[config.mk]
export PLATFORM = sky130hd
export DESIGN_NAME = dbpo_step
export DESIGN_NICKNAME = d
export VERILOG_FILES = /design/src/design/dbpo_pkg.sv /design/src/design/dbpo_step.sv
export SDC_FILE = /design/constraint.sdc
export NUM_CORES = 1
export LEC_CHECK = 0
export ABC_CLOCK_PERIOD_IN_PS = 7900
export BUFFER_PORTS_ARGS = -buffer_cell sky130_fd_sc_hd__buf_2
export CORE_UTILIZATION = 25
export DETAILED_ROUTE_END_ITERATION = 8
export GPL_TIMING_DRIVEN = 1
export SETUP_SLACK_MARGIN = 0.2
export SLEW_MARGIN = 20
export SYNTH_ARGS = -nofsm -noshare
export SYNTH_HDL_FRONTEND = slang
export SYNTH_SLANG_ARGS = --single-unit
[constraint.sdc]
create_clock -name vclk -period 7.9
set_input_delay 1.185 -clock vclk [all_inputs]
set_output_delay 1.185 -clock vclk [all_outputs]
set_load 0.01 [all_outputs]
[src/design/dbpo_pkg.sv]
// ----------------------------------------------------------------------------
// dbpo_pkg: shared types and helpers of the prefer-one de Bruijn generator
// Sizes of the window, position and epoch words, payload structs and the
// order, mask and last-position helpers.
// ----------------------------------------------------------------------------
package dbpo_pkg;

	localparam int MAX_ORDER   = 10;
	localparam int WIN_W       = MAX_ORDER;
	localparam int STORE_DEPTH = 1 << MAX_ORDER;
	localparam int POS_W       = MAX_ORDER + 1;
	localparam int ORDER_W     = 4;
	localparam int EPOCH_W     = 8;

	localparam logic [ORDER_W-1:0] ORDER_RESET = ORDER_W'(4);
	localparam logic [EPOCH_W-1:0] EPOCH_FIRST = EPOCH_W'(1);
	localparam logic [EPOCH_W-1:0] EPOCH_LAST  = {EPOCH_W{1'b1}};
	localparam logic [EPOCH_W-1:0] EPOCH_CLEAR = '0;

	typedef logic [WIN_W-1:0]   win_t;
	typedef logic [POS_W-1:0]   pos_t;
	typedef logic [ORDER_W-1:0] order_t;
	typedef logic [EPOCH_W-1:0] epoch_t;

	typedef struct packed {
		logic seq_bit;
		pos_t position;
		logic is_last;
		logic valid_res;
	} result_t;

	typedef struct packed {
		win_t window;
		pos_t next_position;
		logic finished;
	} seq_state_t;

	typedef struct packed {
		logic en;
		win_t addr;
	} mark_t;

	// prefetched store words, their addresses and the write of the last cycle
	typedef struct packed {
		logic   vld;
		win_t   tag0;
		win_t   tag1;
		epoch_t d0;
		epoch_t d1;
		mark_t  wr;
		epoch_t epoch;
	} lookup_t;

	typedef struct packed {
		result_t    res;
		seq_state_t nxt;
		mark_t      mark;
		win_t       rd_addr0;
		win_t       rd_addr1;
		logic       stall;
	} step_out_t;

	// saturate the order register into 1..MAX_ORDER
	function automatic order_t eff_order(input order_t ord);
		if (ord == '0) begin
			return ORDER_W'(1);
		end else if (ord > ORDER_W'(MAX_ORDER)) begin
			return ORDER_W'(MAX_ORDER);
		end
		return ord;
	endfunction

	function automatic win_t win_mask(input order_t n);
		logic [WIN_W:0] full;
		full = ((WIN_W+1)'(1) << n) - (WIN_W+1)'(1);
		return full[WIN_W-1:0];
	endfunction

	// position of the final digit: 2^n + n - 2
	function automatic pos_t last_pos(input order_t n);
		return (POS_W'(1) << n) + POS_W'(n) - POS_W'(2);
	endfunction

endpackage

[src/design/dbpo_step.sv]
// ----------------------------------------------------------------------------
// dbpo_step: digit selection of one tick
// Applies restart, emits the prefix or the prefer-one digit, marks the
// window, and picks the store addresses to read for the next tick.
// ----------------------------------------------------------------------------
module dbpo_step import dbpo_pkg::*; (
	input  seq_state_t st,
	input  logic       restart,
	input  logic       tick,
	input  order_t     n,
	input  lookup_t    lk,
	output step_out_t  so
);

	win_t   mask;
	pos_t   last;
	win_t   s_w;
	pos_t   s_pos;
	logic   s_fin;
	win_t   wm;
	win_t   cand;
	win_t   wq_m;
	win_t   cand_q;
	win_t   wa;
	win_t   wb;
	logic   hit0;
	logic   hit1;
	logic   hit_q;
	epoch_t rd;
	logic   visited;
	logic   need_mem_q;
	logic   digit;

	always_comb begin
		mask  = win_mask(n);
		last  = last_pos(n);

		// restart clears window, position and finished flag first
		s_w   = restart ? '0 : st.window;
		s_pos = restart ? '0 : st.next_position;
		s_fin = restart ? 1'b0 : st.finished;
		wm    = s_w & mask;
		cand  = ((wm << 1) | WIN_W'(1)) & mask;

		// store lookup for the candidate window; mark of this tick and of the
		// previous cycle are bypassed around the registered read
		hit0    = lk.vld && (lk.tag0 == cand);
		hit1    = lk.vld && (lk.tag1 == cand);
		rd      = hit0 ? lk.d0 : lk.d1;
		visited = ((hit0 || hit1) && (rd == lk.epoch)) ||
			(lk.wr.en && (lk.wr.addr == cand)) || (cand == wm);

		// stall check from the held state alone: a restart never needs the store
		wq_m       = st.window & mask;
		cand_q     = ((wq_m << 1) | WIN_W'(1)) & mask;
		hit_q      = lk.vld && ((lk.tag0 == cand_q) || (lk.tag1 == cand_q));
		need_mem_q = !st.finished && (st.next_position <= last) &&
			(st.next_position >= POS_W'(n));
		so.stall   = need_mem_q && !hit_q;

		digit   = 1'b0;
		so.res  = '0;
		so.mark = '0;
		so.nxt.window        = s_w;
		so.nxt.next_position = s_pos;
		so.nxt.finished      = 1'b1;

		if (!s_fin && (s_pos <= last)) begin
			if (s_pos < POS_W'(n)) begin
				digit = (s_pos == POS_W'(n) - POS_W'(1));
			end else begin
				so.mark.en   = tick;
				so.mark.addr = wm;
				digit        = !visited;
			end
			so.res.seq_bit       = digit;
			so.res.position      = s_pos;
			so.res.is_last       = (s_pos == last);
			so.res.valid_res     = 1'b1;
			so.nxt.window        = ((wm << 1) | WIN_W'(digit)) & mask;
			so.nxt.next_position = s_pos + POS_W'(1);
			so.nxt.finished      = (s_pos == last);
		end

		// prefetch both candidates of the next window, or refresh the current one
		wa = (wm << 1) & mask;
		wb = wa | WIN_W'(1);
		if (tick) begin
			so.rd_addr0 = ((wa << 1) | WIN_W'(1)) & mask;
			so.rd_addr1 = ((wb << 1) | WIN_W'(1)) & mask;
		end else begin
			so.rd_addr0 = cand_q;
			so.rd_addr1 = cand_q;
		end
	end

endmodule

==> summary.txt <==
Outcome: completed
Total vias in the final route: 4,389
Overflow after GRT: 0
Overall routed net length: 13,710 um
Total buffers and inverters traversed by the critical path: 6
Required time of the critical path: 6710 ps
Critical path peak fanout: 12
Delay of the slowest critical-path stage: 400 ps
Sequential cell area: 0 um2
Number of hold-slack violations in the final timing report: 0
Most common cell after layout, fill and taps aside: sky130_fd_sc_hd__buf_2
Number of setup violations in the final report: 0
Critical path launch point: n[1]
Ratio of final minimum period to clock period: 91.57%
Unrepaired setup endpoints after global routing: false
Sum of negative setup slack: 0 ps
Fraction of layout cells with a size suffix above 1: 27.34%
Initial core utilization: 25.47%
Remaining number of nets flagged by the antenna check after routing: 0
Actual transition at the worst max-transition pin: 796.7 ps
Number of standard-cell rows in the floorplan: 45
Number of stages on the worst setup path: 29
Mapped Nets: 697
Die Span X: 126.2 um
Area growth from synthesis to layout: 22.35%
HPWL after detailed placement: 11,710 um
Slew HR: 46.48%
Number of sequential cells in the layout: 0
IR drop worst, VDD: 0.02447 mV
Synthesized area divided by synthesized cell count: 6.913 um2
Syn Inst Count: 558
Cell variety after synth: 71
Critical setup path kind: in -> out
Area share of the leading cell type in the synthesized netlist: 17.52%
Ranking of synthesized cells by area: sky130_fd_sc_hd__ha_1, sky130_fd_sc_hd__xnor2_1, sky130_fd_sc_hd__xor2_1
Core Region: 15,150 um2
Hold crit path type: in -> out
CP max stage cell: sky130_fd_sc_hd__fa_1
Warning count from the yosys run: 0
CTS Hold Buffers Added: 0
First-pass iteration count of the detailed router: 6
Clock period minus worst slack: 7234 ps
First-iteration detailed-routing DRC count: 292
Count of final max-slew check failures: 0
Max-cap violations: 0
Placed Area: 4700 um2
Post-synthesis cell type with the largest combined area: sky130_fd_sc_hd__ha_1
Count of antenna diodes in the layout: 0
Count of clock buffers in the final design: 0
Non-Filler Cell Area, Final: 4720 um2
Antenna violations before repair: 0
Critical path capture point type: output pin
Commonest cells after routing, fill and taps aside: sky130_fd_sc_hd__buf_2, sky130_fd_sc_hd__ha_1, sky130_fd_sc_hd__nor2_1
Worst path arrival time: 6050 ps
First-pass GRT wire length: 20,820 um
Number of nets in the finished design: 825
Detailed-route DRC error count: 0
Number of buffers inserted by post-CTS setup repair: 0
Max Freq: 0.1382 GHz
Mean number of vias per cell: 5.033
Number of primary I/O pins: 152
Synthesized cell area: 3857 um2
Die height: 126.2 um
Total global-route track usage: 16.09%
Power density cells: 77.34 nW/um2
Buffers added on ports: 152
Kind of start point of the critical path: input pin
Via count of the first global-routing pass: 4,121
Pin count of the biggest net entering global routing: 21
Routed WL per cell: 15.72 um
Share of the yosys chip area belonging to registers: 0%
Filler cells: 1,679
Final weighted congestion in routability-driven placement: 0.9515
Die Area: 15,930 um2
Leakage: 2.307 nW
Family with the most delay on the worst path: adder cells
Termination of the worst setup path: so[40]
## logic make-up after synthesis
group | Yosys count | synth area share, %
AOI/OAI and AO/OA | 106 | 19.53
xor gates and xnor gates | 75 | 17.03
adders and majority gates | 55 | 18.03
buffers and inverters | 67 | 8.563
muxes | 11 | 2.854
and+or+nand+nor | 244 | 33.99
## layer usage
layer	up-vias	global-route usage, %	part of all wire [%]
met1	2009	21.14	45
li1	2227	-	-
met3	14	1.402	4.7
met4	0	1.984	1.2
met2	139	29.09	49
met5	-	0	0
## worst min path at each step
| stage | cells past startpoint | start | slack, ps | endpoint |
|---|---|---|---|---|
| floorplan | 1 | st[0] | 2420 | so[0] |
| global placement | 3 | st[0] | 2690 | so[0] |
| detailed placement | 3 | st[0] | 2690 | so[0] |
| CTS | 3 | st[0] | 2690 | so[0] |
| global route | 3 | st[0] | 2710 | so[0] |
| finish | 3 | st[0] | 2700 | so[0] |
## Yosys cell counts, drive strengths merged, types with 11 or more instances
library cell  count
nor2             49
o21ai            26
inv              35
nand4            13
buf              19
a21oi            24
nor2b            17
xnor2            44
nand2b           13
clkbuf           13
mux2i            11
xor2             31
nand3            25
nor3             35
nand2            47
ha               54
## where the power goes
| part | switching [mW] | internal (mW) | total, mW |
|---|---|---|---|
| registers | 0 | 0 | 0 |
| clock network | 0 | 0 | 0 |
| logic | 0.215 | 0.150 | 0.365 |
| total | 0.215 | 0.150 | 0.365 |
## area by class of cell
type	instances	area (um2)	area share (%)
Inverter	35	131.4	2.784
Tap cell	188	235.2	4.984
Multi-Input combinational cell	491	3547	75.16
Timing Repair Buffer	158	805.8	17.07
## what timing repair did
action | CTS | global route
setup endpoints to repair | 0 | 8
gates resized for setup | 0 | 4
endpoints found under the hold margin | 0 | 0
## stage by stage
step                      std cells  setup WS [ps]  util, %  hold WS, ps  power, mW
after global routing            872          221.1    31.16         2706     0.4033
after global placement          872          565.9    31.03         2686     0.3614
after CTS                       872          494.3    31.03         2690     0.3636
after floorplan                 558           1015        -         2425     0.2441
after detailed placement        872          508.0    31.03         2686     0.3618
final                           872          665.9    31.16         2695     0.3650
(Power assumes the default switching activity.)
