File: config.mk
export PLATFORM = sky130hd
export DESIGN_NAME = dbpo_skid_flat
export DESIGN_NICKNAME = d
export VERILOG_FILES = /design/src/design/dbpo_pkg.sv /design/src/design/dbpo_result_if.sv /design/src/design/dbpo_skid.sv /design/src/flat_wrapper.sv
export SDC_FILE = /design/constraint.sdc
export NUM_CORES = 1
export LEC_CHECK = 0
export BUFFER_PORTS_ARGS = -buffer_cell sky130_fd_sc_hd__buf_2
export CORE_MARGIN = 2
export CORE_UTILIZATION = 35
export DETAILED_ROUTE_END_ITERATION = 8
export MAX_ROUTING_LAYER = met4
export PLACE_DENSITY_LB_ADDON = 0.05
export SLEW_MARGIN = 5
export SYNTH_ARGS = -nofsm -noshare
export SYNTH_HDL_FRONTEND = slang
export SYNTH_SLANG_ARGS = --single-unit
File: constraint.sdc
create_clock -name clk -period 2 [get_ports clk]
set_input_delay 0.1 -clock clk [delete_from_list [all_inputs] [get_ports clk]]
set_output_delay 0.1 -clock clk [all_outputs]
set_load 0.05 [all_outputs]
File: src/design/dbpo_pkg.sv
// ----------------------------------------------------------------------------
// dbpo_pkg: shared types and helpers of the prefer-one de Bruijn generator
// Sizes of the window, position and epoch words, payload structs and the
// order, mask and last-position helpers.
// ----------------------------------------------------------------------------
package dbpo_pkg;

	localparam int MAX_ORDER   = 10;
	localparam int WIN_W       = MAX_ORDER;
	localparam int STORE_DEPTH = 1 << MAX_ORDER;
	localparam int POS_W       = MAX_ORDER + 1;
	localparam int ORDER_W     = 4;
	localparam int EPOCH_W     = 8;

	localparam logic [ORDER_W-1:0] ORDER_RESET = ORDER_W'(4);
	localparam logic [EPOCH_W-1:0] EPOCH_FIRST = EPOCH_W'(1);
	localparam logic [EPOCH_W-1:0] EPOCH_LAST  = {EPOCH_W{1'b1}};
	localparam logic [EPOCH_W-1:0] EPOCH_CLEAR = '0;

	typedef logic [WIN_W-1:0]   win_t;
	typedef logic [POS_W-1:0]   pos_t;
	typedef logic [ORDER_W-1:0] order_t;
	typedef logic [EPOCH_W-1:0] epoch_t;

	typedef struct packed {
		logic seq_bit;
		pos_t position;
		logic is_last;
		logic valid_res;
	} result_t;

	typedef struct packed {
		win_t window;
		pos_t next_position;
		logic finished;
	} seq_state_t;

	typedef struct packed {
		logic en;
		win_t addr;
	} mark_t;

	// prefetched store words, their addresses and the write of the last cycle
	typedef struct packed {
		logic   vld;
		win_t   tag0;
		win_t   tag1;
		epoch_t d0;
		epoch_t d1;
		mark_t  wr;
		epoch_t epoch;
	} lookup_t;

	typedef struct packed {
		result_t    res;
		seq_state_t nxt;
		mark_t      mark;
		win_t       rd_addr0;
		win_t       rd_addr1;
		logic       stall;
	} step_out_t;

	// saturate the order register into 1..MAX_ORDER
	function automatic order_t eff_order(input order_t ord);
		if (ord == '0) begin
			return ORDER_W'(1);
		end else if (ord > ORDER_W'(MAX_ORDER)) begin
			return ORDER_W'(MAX_ORDER);
		end
		return ord;
	endfunction

	function automatic win_t win_mask(input order_t n);
		logic [WIN_W:0] full;
		full = ((WIN_W+1)'(1) << n) - (WIN_W+1)'(1);
		return full[WIN_W-1:0];
	endfunction

	// position of the final digit: 2^n + n - 2
	function automatic pos_t last_pos(input order_t n);
		return (POS_W'(1) << n) + POS_W'(n) - POS_W'(2);
	endfunction

endpackage

File: src/design/dbpo_result_if.sv
// ----------------------------------------------------------------------------
// dbpo_result_if: result item channel
// Valid/ready channel that carries one emitted digit and its status.
// ----------------------------------------------------------------------------
interface dbpo_result_if import dbpo_pkg::*; ();
	logic valid;
	logic ready;
	logic seq_bit;
	pos_t position;
	logic is_last;
	logic valid_res;

	modport source (output valid, output seq_bit, output position, output is_last,
		output valid_res, input ready);
	modport sink (input valid, input seq_bit, input position, input is_last,
		input valid_res, output ready);
endinterface

File: src/design/dbpo_skid.sv
// ----------------------------------------------------------------------------
// dbpo_skid: result register with skid stage
// Holds up to two results so the input side never waits on the output
// ready in the same cycle.
// ----------------------------------------------------------------------------
module dbpo_skid import dbpo_pkg::*; (
	input  logic    clk,
	input  logic    arst_n,
	input  logic    push,
	input  result_t push_data,
	output logic    full,
	dbpo_result_if.source result
);

	logic    main_vld_q;
	logic    skid_vld_q;
	result_t main_q;
	result_t skid_q;
	logic    take;

	assign take = main_vld_q && result.ready;
	assign full = skid_vld_q;

	// control: move skid into main on a transfer, else park a push
	always_ff @(posedge clk or negedge arst_n) begin
		if (!arst_n) begin
			main_vld_q <= 1'b0;
			skid_vld_q <= 1'b0;
		end else if (skid_vld_q) begin
			if (take) begin
				skid_vld_q <= 1'b0;
			end
		end else if (push) begin
			if (main_vld_q && !take) begin
				skid_vld_q <= 1'b1;
			end else begin
				main_vld_q <= 1'b1;
			end
		end else if (take) begin
			main_vld_q <= 1'b0;
		end
	end

	// payload
	always_ff @(posedge clk) begin
		if (skid_vld_q) begin
			if (take) begin
				main_q <= skid_q;
			end
		end else if (push) begin
			if (main_vld_q && !take) begin
				skid_q <= push_data;
			end else begin
				main_q <= push_data;
			end
		end
	end

	assign result.valid     = main_vld_q;
	assign result.seq_bit   = main_q.seq_bit;
	assign result.position  = main_q.position;
	assign result.is_last   = main_q.is_last;
	assign result.valid_res = main_q.valid_res;

`ifndef NO_ASSERTIONS
	// a parked result always has one ahead of it
	a_skid_behind_main: assert property (@(posedge clk) disable iff (!arst_n)
		skid_vld_q |-> main_vld_q)
		else $error("skid stage holds a result with the main register empty");
`endif

endmodule

File: src/flat_wrapper.sv
// flat-port wrapper written by rule: the top's interface ports become plain ports
module dbpo_skid_flat import dbpo_pkg::*;
  (clk, arst_n, push, push_data, full, result_valid, result_seq_bit, result_position, result_is_last, result_valid_res, result_ready);
  dbpo_result_if result_i ();
  input  logic clk;
  input  logic arst_n;
  input  logic push;
  input  result_t push_data;
  output logic full;
  output wire logic [$bits(result_i.valid)-1:0] result_valid;
  output wire logic [$bits(result_i.seq_bit)-1:0] result_seq_bit;
  output wire logic [$bits(result_i.position)-1:0] result_position;
  output wire logic [$bits(result_i.is_last)-1:0] result_is_last;
  output wire logic [$bits(result_i.valid_res)-1:0] result_valid_res;
  input wire logic [$bits(result_i.ready)-1:0] result_ready;
  assign result_valid = result_i.valid;
  assign result_seq_bit = result_i.seq_bit;
  assign result_position = result_i.position;
  assign result_is_last = result_i.is_last;
  assign result_valid_res = result_i.valid_res;
  assign result_i.ready = result_ready;
  dbpo_skid u_core (.clk(clk), .arst_n(arst_n), .push(push), .push_data(push_data), .full(full), .result(result_i));
endmodule
==> run_results.csv <==
group,metric,value,unit
setup_path,rrSetupSlack,0.57,ns
setup_path,slowest_delay,0.55,ns
global_routing,grt_use_total,12.7,%
sta,finalCritPeriodShare,77.6,%
sta,rsz0062_at_grt,"no",
yosys,seq_area_frac_synth,76.8,%
power,power_density,1440,mW/mm^2
yosys,synth_top_cells_by_area,"edfxtp_1, mux2_4, mux2_2, dfrtp_1, buf_12",
finish,drive_gt1_share,51.8,%
sta,setup_viol,0,
sta,min_period,1.55,ns
sta,slew_headroom,77.8,%
yosys,synth_nets,73,
routing,route.met3.wl,131,um
floorplanning,core,0.00310,mm^2
setup_path,worstSetupEndpoint,"full",
sta,finalMaxSlewViolations,0,
global_routing,antenna_found_initial,0,
power,p_leak,0.645,nW
yosys,synth_area_leader_cell,"edfxtp_1",
yosys,synth-seq-cells,30,
cts,clk_latency,0.32,ns
floorplanning,dieArea,0.00379,mm^2
routing,wl_per_cell,12.0,um
sta,clock.fmax,0.645,GHz
setup_path,required,1.90,ns
power,ir_worst_vdd,801,uV
setup_path,critPathKind,"reg2out",
min_path,hp-class,"in2async",
sta,timing_hold_violations_final,0,
routing,drc,0,
floorplanning,die_y,61.6,um
routing,vias,659,
setup_path,crit_chain,"buf_4 -> buf_2",
yosys,avgSynthCellArea,21.1,um^2
setup_path,crit_path_start_kind,"register",
floorplanning,rows,20,
finish,register_area,891,um^2
finish,layout.nets,131,
setup_path,cp-end-kind,"output pin",
finish,antennaDiodeCount,0,
cts,path_clk_slew,0.09,ns
yosys,syn_area,0.00116,mm^2
yosys,ys_warn_count,0,
setup_path,r2r-start,"u_core.full",
setup_path,crit_buf_inv,2,
sta,fin_setup_tns,0,ns
finish,fillerInstances,280,
sta,fin_hold_ws,0.0780,ns
routing,dr.pass1.iters,4,
setup_path,startpoint,"u_core.full",
setup_path,cp_num_cells,2,
routing,wl_met2,930,um
cts,cts.sinks,30,
setup_path,cp.arrival,1.45,ns
cts,cts_resized,0,
sta,tightest_slew,0.333,ns
routing,drt_iter0_markers,26,
run_status,status,"finished clean",
yosys,ys_types,14,
routing,routed.top_layer,"met4",
global_routing,grt_max_degree,15,
floorplanning,ios,34,
finish,multiInputGateArea,245,um^2
cts,cts-root-buf,"clkbuf_4",
cts,numCtsBuffers,5,
routing,vias_per_cell,4.17,
sta,clock_skew,0.00355,ns
setup_path,crit_fanout,11,
global_routing,grt_pass1_wl,3060,um
job,cap_viol_max_count,0,
setup_path,crit_family,"buffers and inverters",
setup_path,critical_path.reg2reg.endpoint,"u_core.result.position[7]",
routing,totalWireLength,1890,um
setup_path,crit_path_top_delay_cell,"dfrtp_1",
setup_path,reg2reg_depth,2,
cts,clockBufferDepth,2,
global_routing,grt_pass1_vias,670,
yosys,syn-instance-count,55,
placement,port-buffer-count,33,
floorplanning,start_util,37.4,%
yosys,synth.top_cell.area_share,72.5,%
routing,met1_length,780,um
floorplanning,die_width,61.6,um
global_routing,overflow,0,
placement,place.gp.congestion,0.680,
cts,htree_levels,2,
finish,area_growth,38.0,%
routing,ant_nets,0,
cts,tritoncts,"yes",
==> per-stage QoR <==
step	cell area, um^2	cells	util, %	worst slack [ns]	power [W]
global placement	1390	134	44.8	0.581	0.00199
global route	1600	158	51.6	0.337	0.00245
CTS	1600	158	51.6	0.416	0.00234
detailed placement	1390	134	44.8	0.563	0.00199
finish	1600	158	51.6	0.449	0.00231
floorplan	1170	55	-	0.0569	0.00182
==> cell type report <==
| class | instances | share of cell area [%] |
|---|---|---|
| Sequential cell | 30 | 55.7 |
| Timing Repair Buffer | 53 | 22.2 |
| Multi-Input combinational cell | 22 | 15.3 |
| Tap cell | 44 | 3.44 |
| Clock buffer | 6 | 2.58 |
| Clock inverter | 2 | 0.547 |
| Inverter | 1 | 0.235 |
==> registers in the layout, indices dropped and copies added, names as in the netlist <==
register	flops
u_core.full	1
u_core.result.is_last	1
u_core.result.position	11
u_core.result.seq_bit	1
u_core.result.valid	1
u_core.result.valid_res	1
u_core.skid_q	14
==> worst min path at each step <==
stage	end	from	cells after the start	slack (ns)
2_1_floorplan	u_core.full	arst_n	0	-0.20
3_3_place_gp	u_core.result.valid	arst_n	1	-0.11
3_5_place_dp	u_core.result.valid	arst_n	1	-0.11
4_1_cts	u_core.full	arst_n	2	0.06
5_1_grt	u_core.full	arst_n	2	0.06
6_report	u_core.full	arst_n	2	0.08
==> synth_stat cells <==
library cell,instances
a21oi_1,2
a2bb2oi_1,1
and2b_1,1
buf_12,1
buf_6,1
dfrtp_1,2
edfxtp_1,28
inv_1,1
mux2_2,6
mux2_4,8
nand2_1,1
nand2b_1,1
nor3_1,1
o21ai_0,1
==> worst register-to-register path: cells and delay by family (launching register included) <==
family	cells	cell delay, ns
buffers and inverters	1	0.29
DFF	1	0.55
muxes	1	0.36
==> kinds of logic after synthesis <==
kind of cell / Yosys count / share of synthesized area (%)
flip-flops: 30 / 76.8
multiplexers: 14 / 16.2
AO/OA/AOI/OAI: 4 / 2.05
AND/OR/NAND/NOR: 4 / 1.94
buffers and inverters: 3 / 3.02
==> report_power, final <==
part,total (W),internal [W],switching [W]
registers,0.000979,0.000910,0.0000695
clock network,0.000329,0.000132,0.000197
logic,0.00100,0.000322,0.000681
==> layer usage <==
layer | track usage, % | vias to the layer above
met3 | 5.67 | 7
li1 | - | 327
met4 | 7.29 | 0
met2 | 19.2 | 29
met1 | 13.8 | 296
met5 | - | -
==> repair_timing <==
| action | CTS | global route |
|---|---|---|
| endpoints found under the hold margin | 17 | 0 |
| hold buffers | 16 | 0 |
| buffers inserted | 0 | 0 |
==> layout by cell type (no fill, tap or decap), drive strengths merged <==
| cell | n |
|---|---|
| a21oi | 2 |
| a2bb2oi | 1 |
| and2b | 1 |
| buf | 37 |
| clkbuf | 6 |
| clkinv | 2 |
| dfrtp | 2 |
| dlygate4sd3 | 16 |
| edfxtp | 28 |
| inv | 1 |
| mux2 | 14 |
| nand2 | 1 |
| nand2b | 1 |
| nor3 | 1 |
| o21ai | 1 |
(Power assumes the default switching activity.)
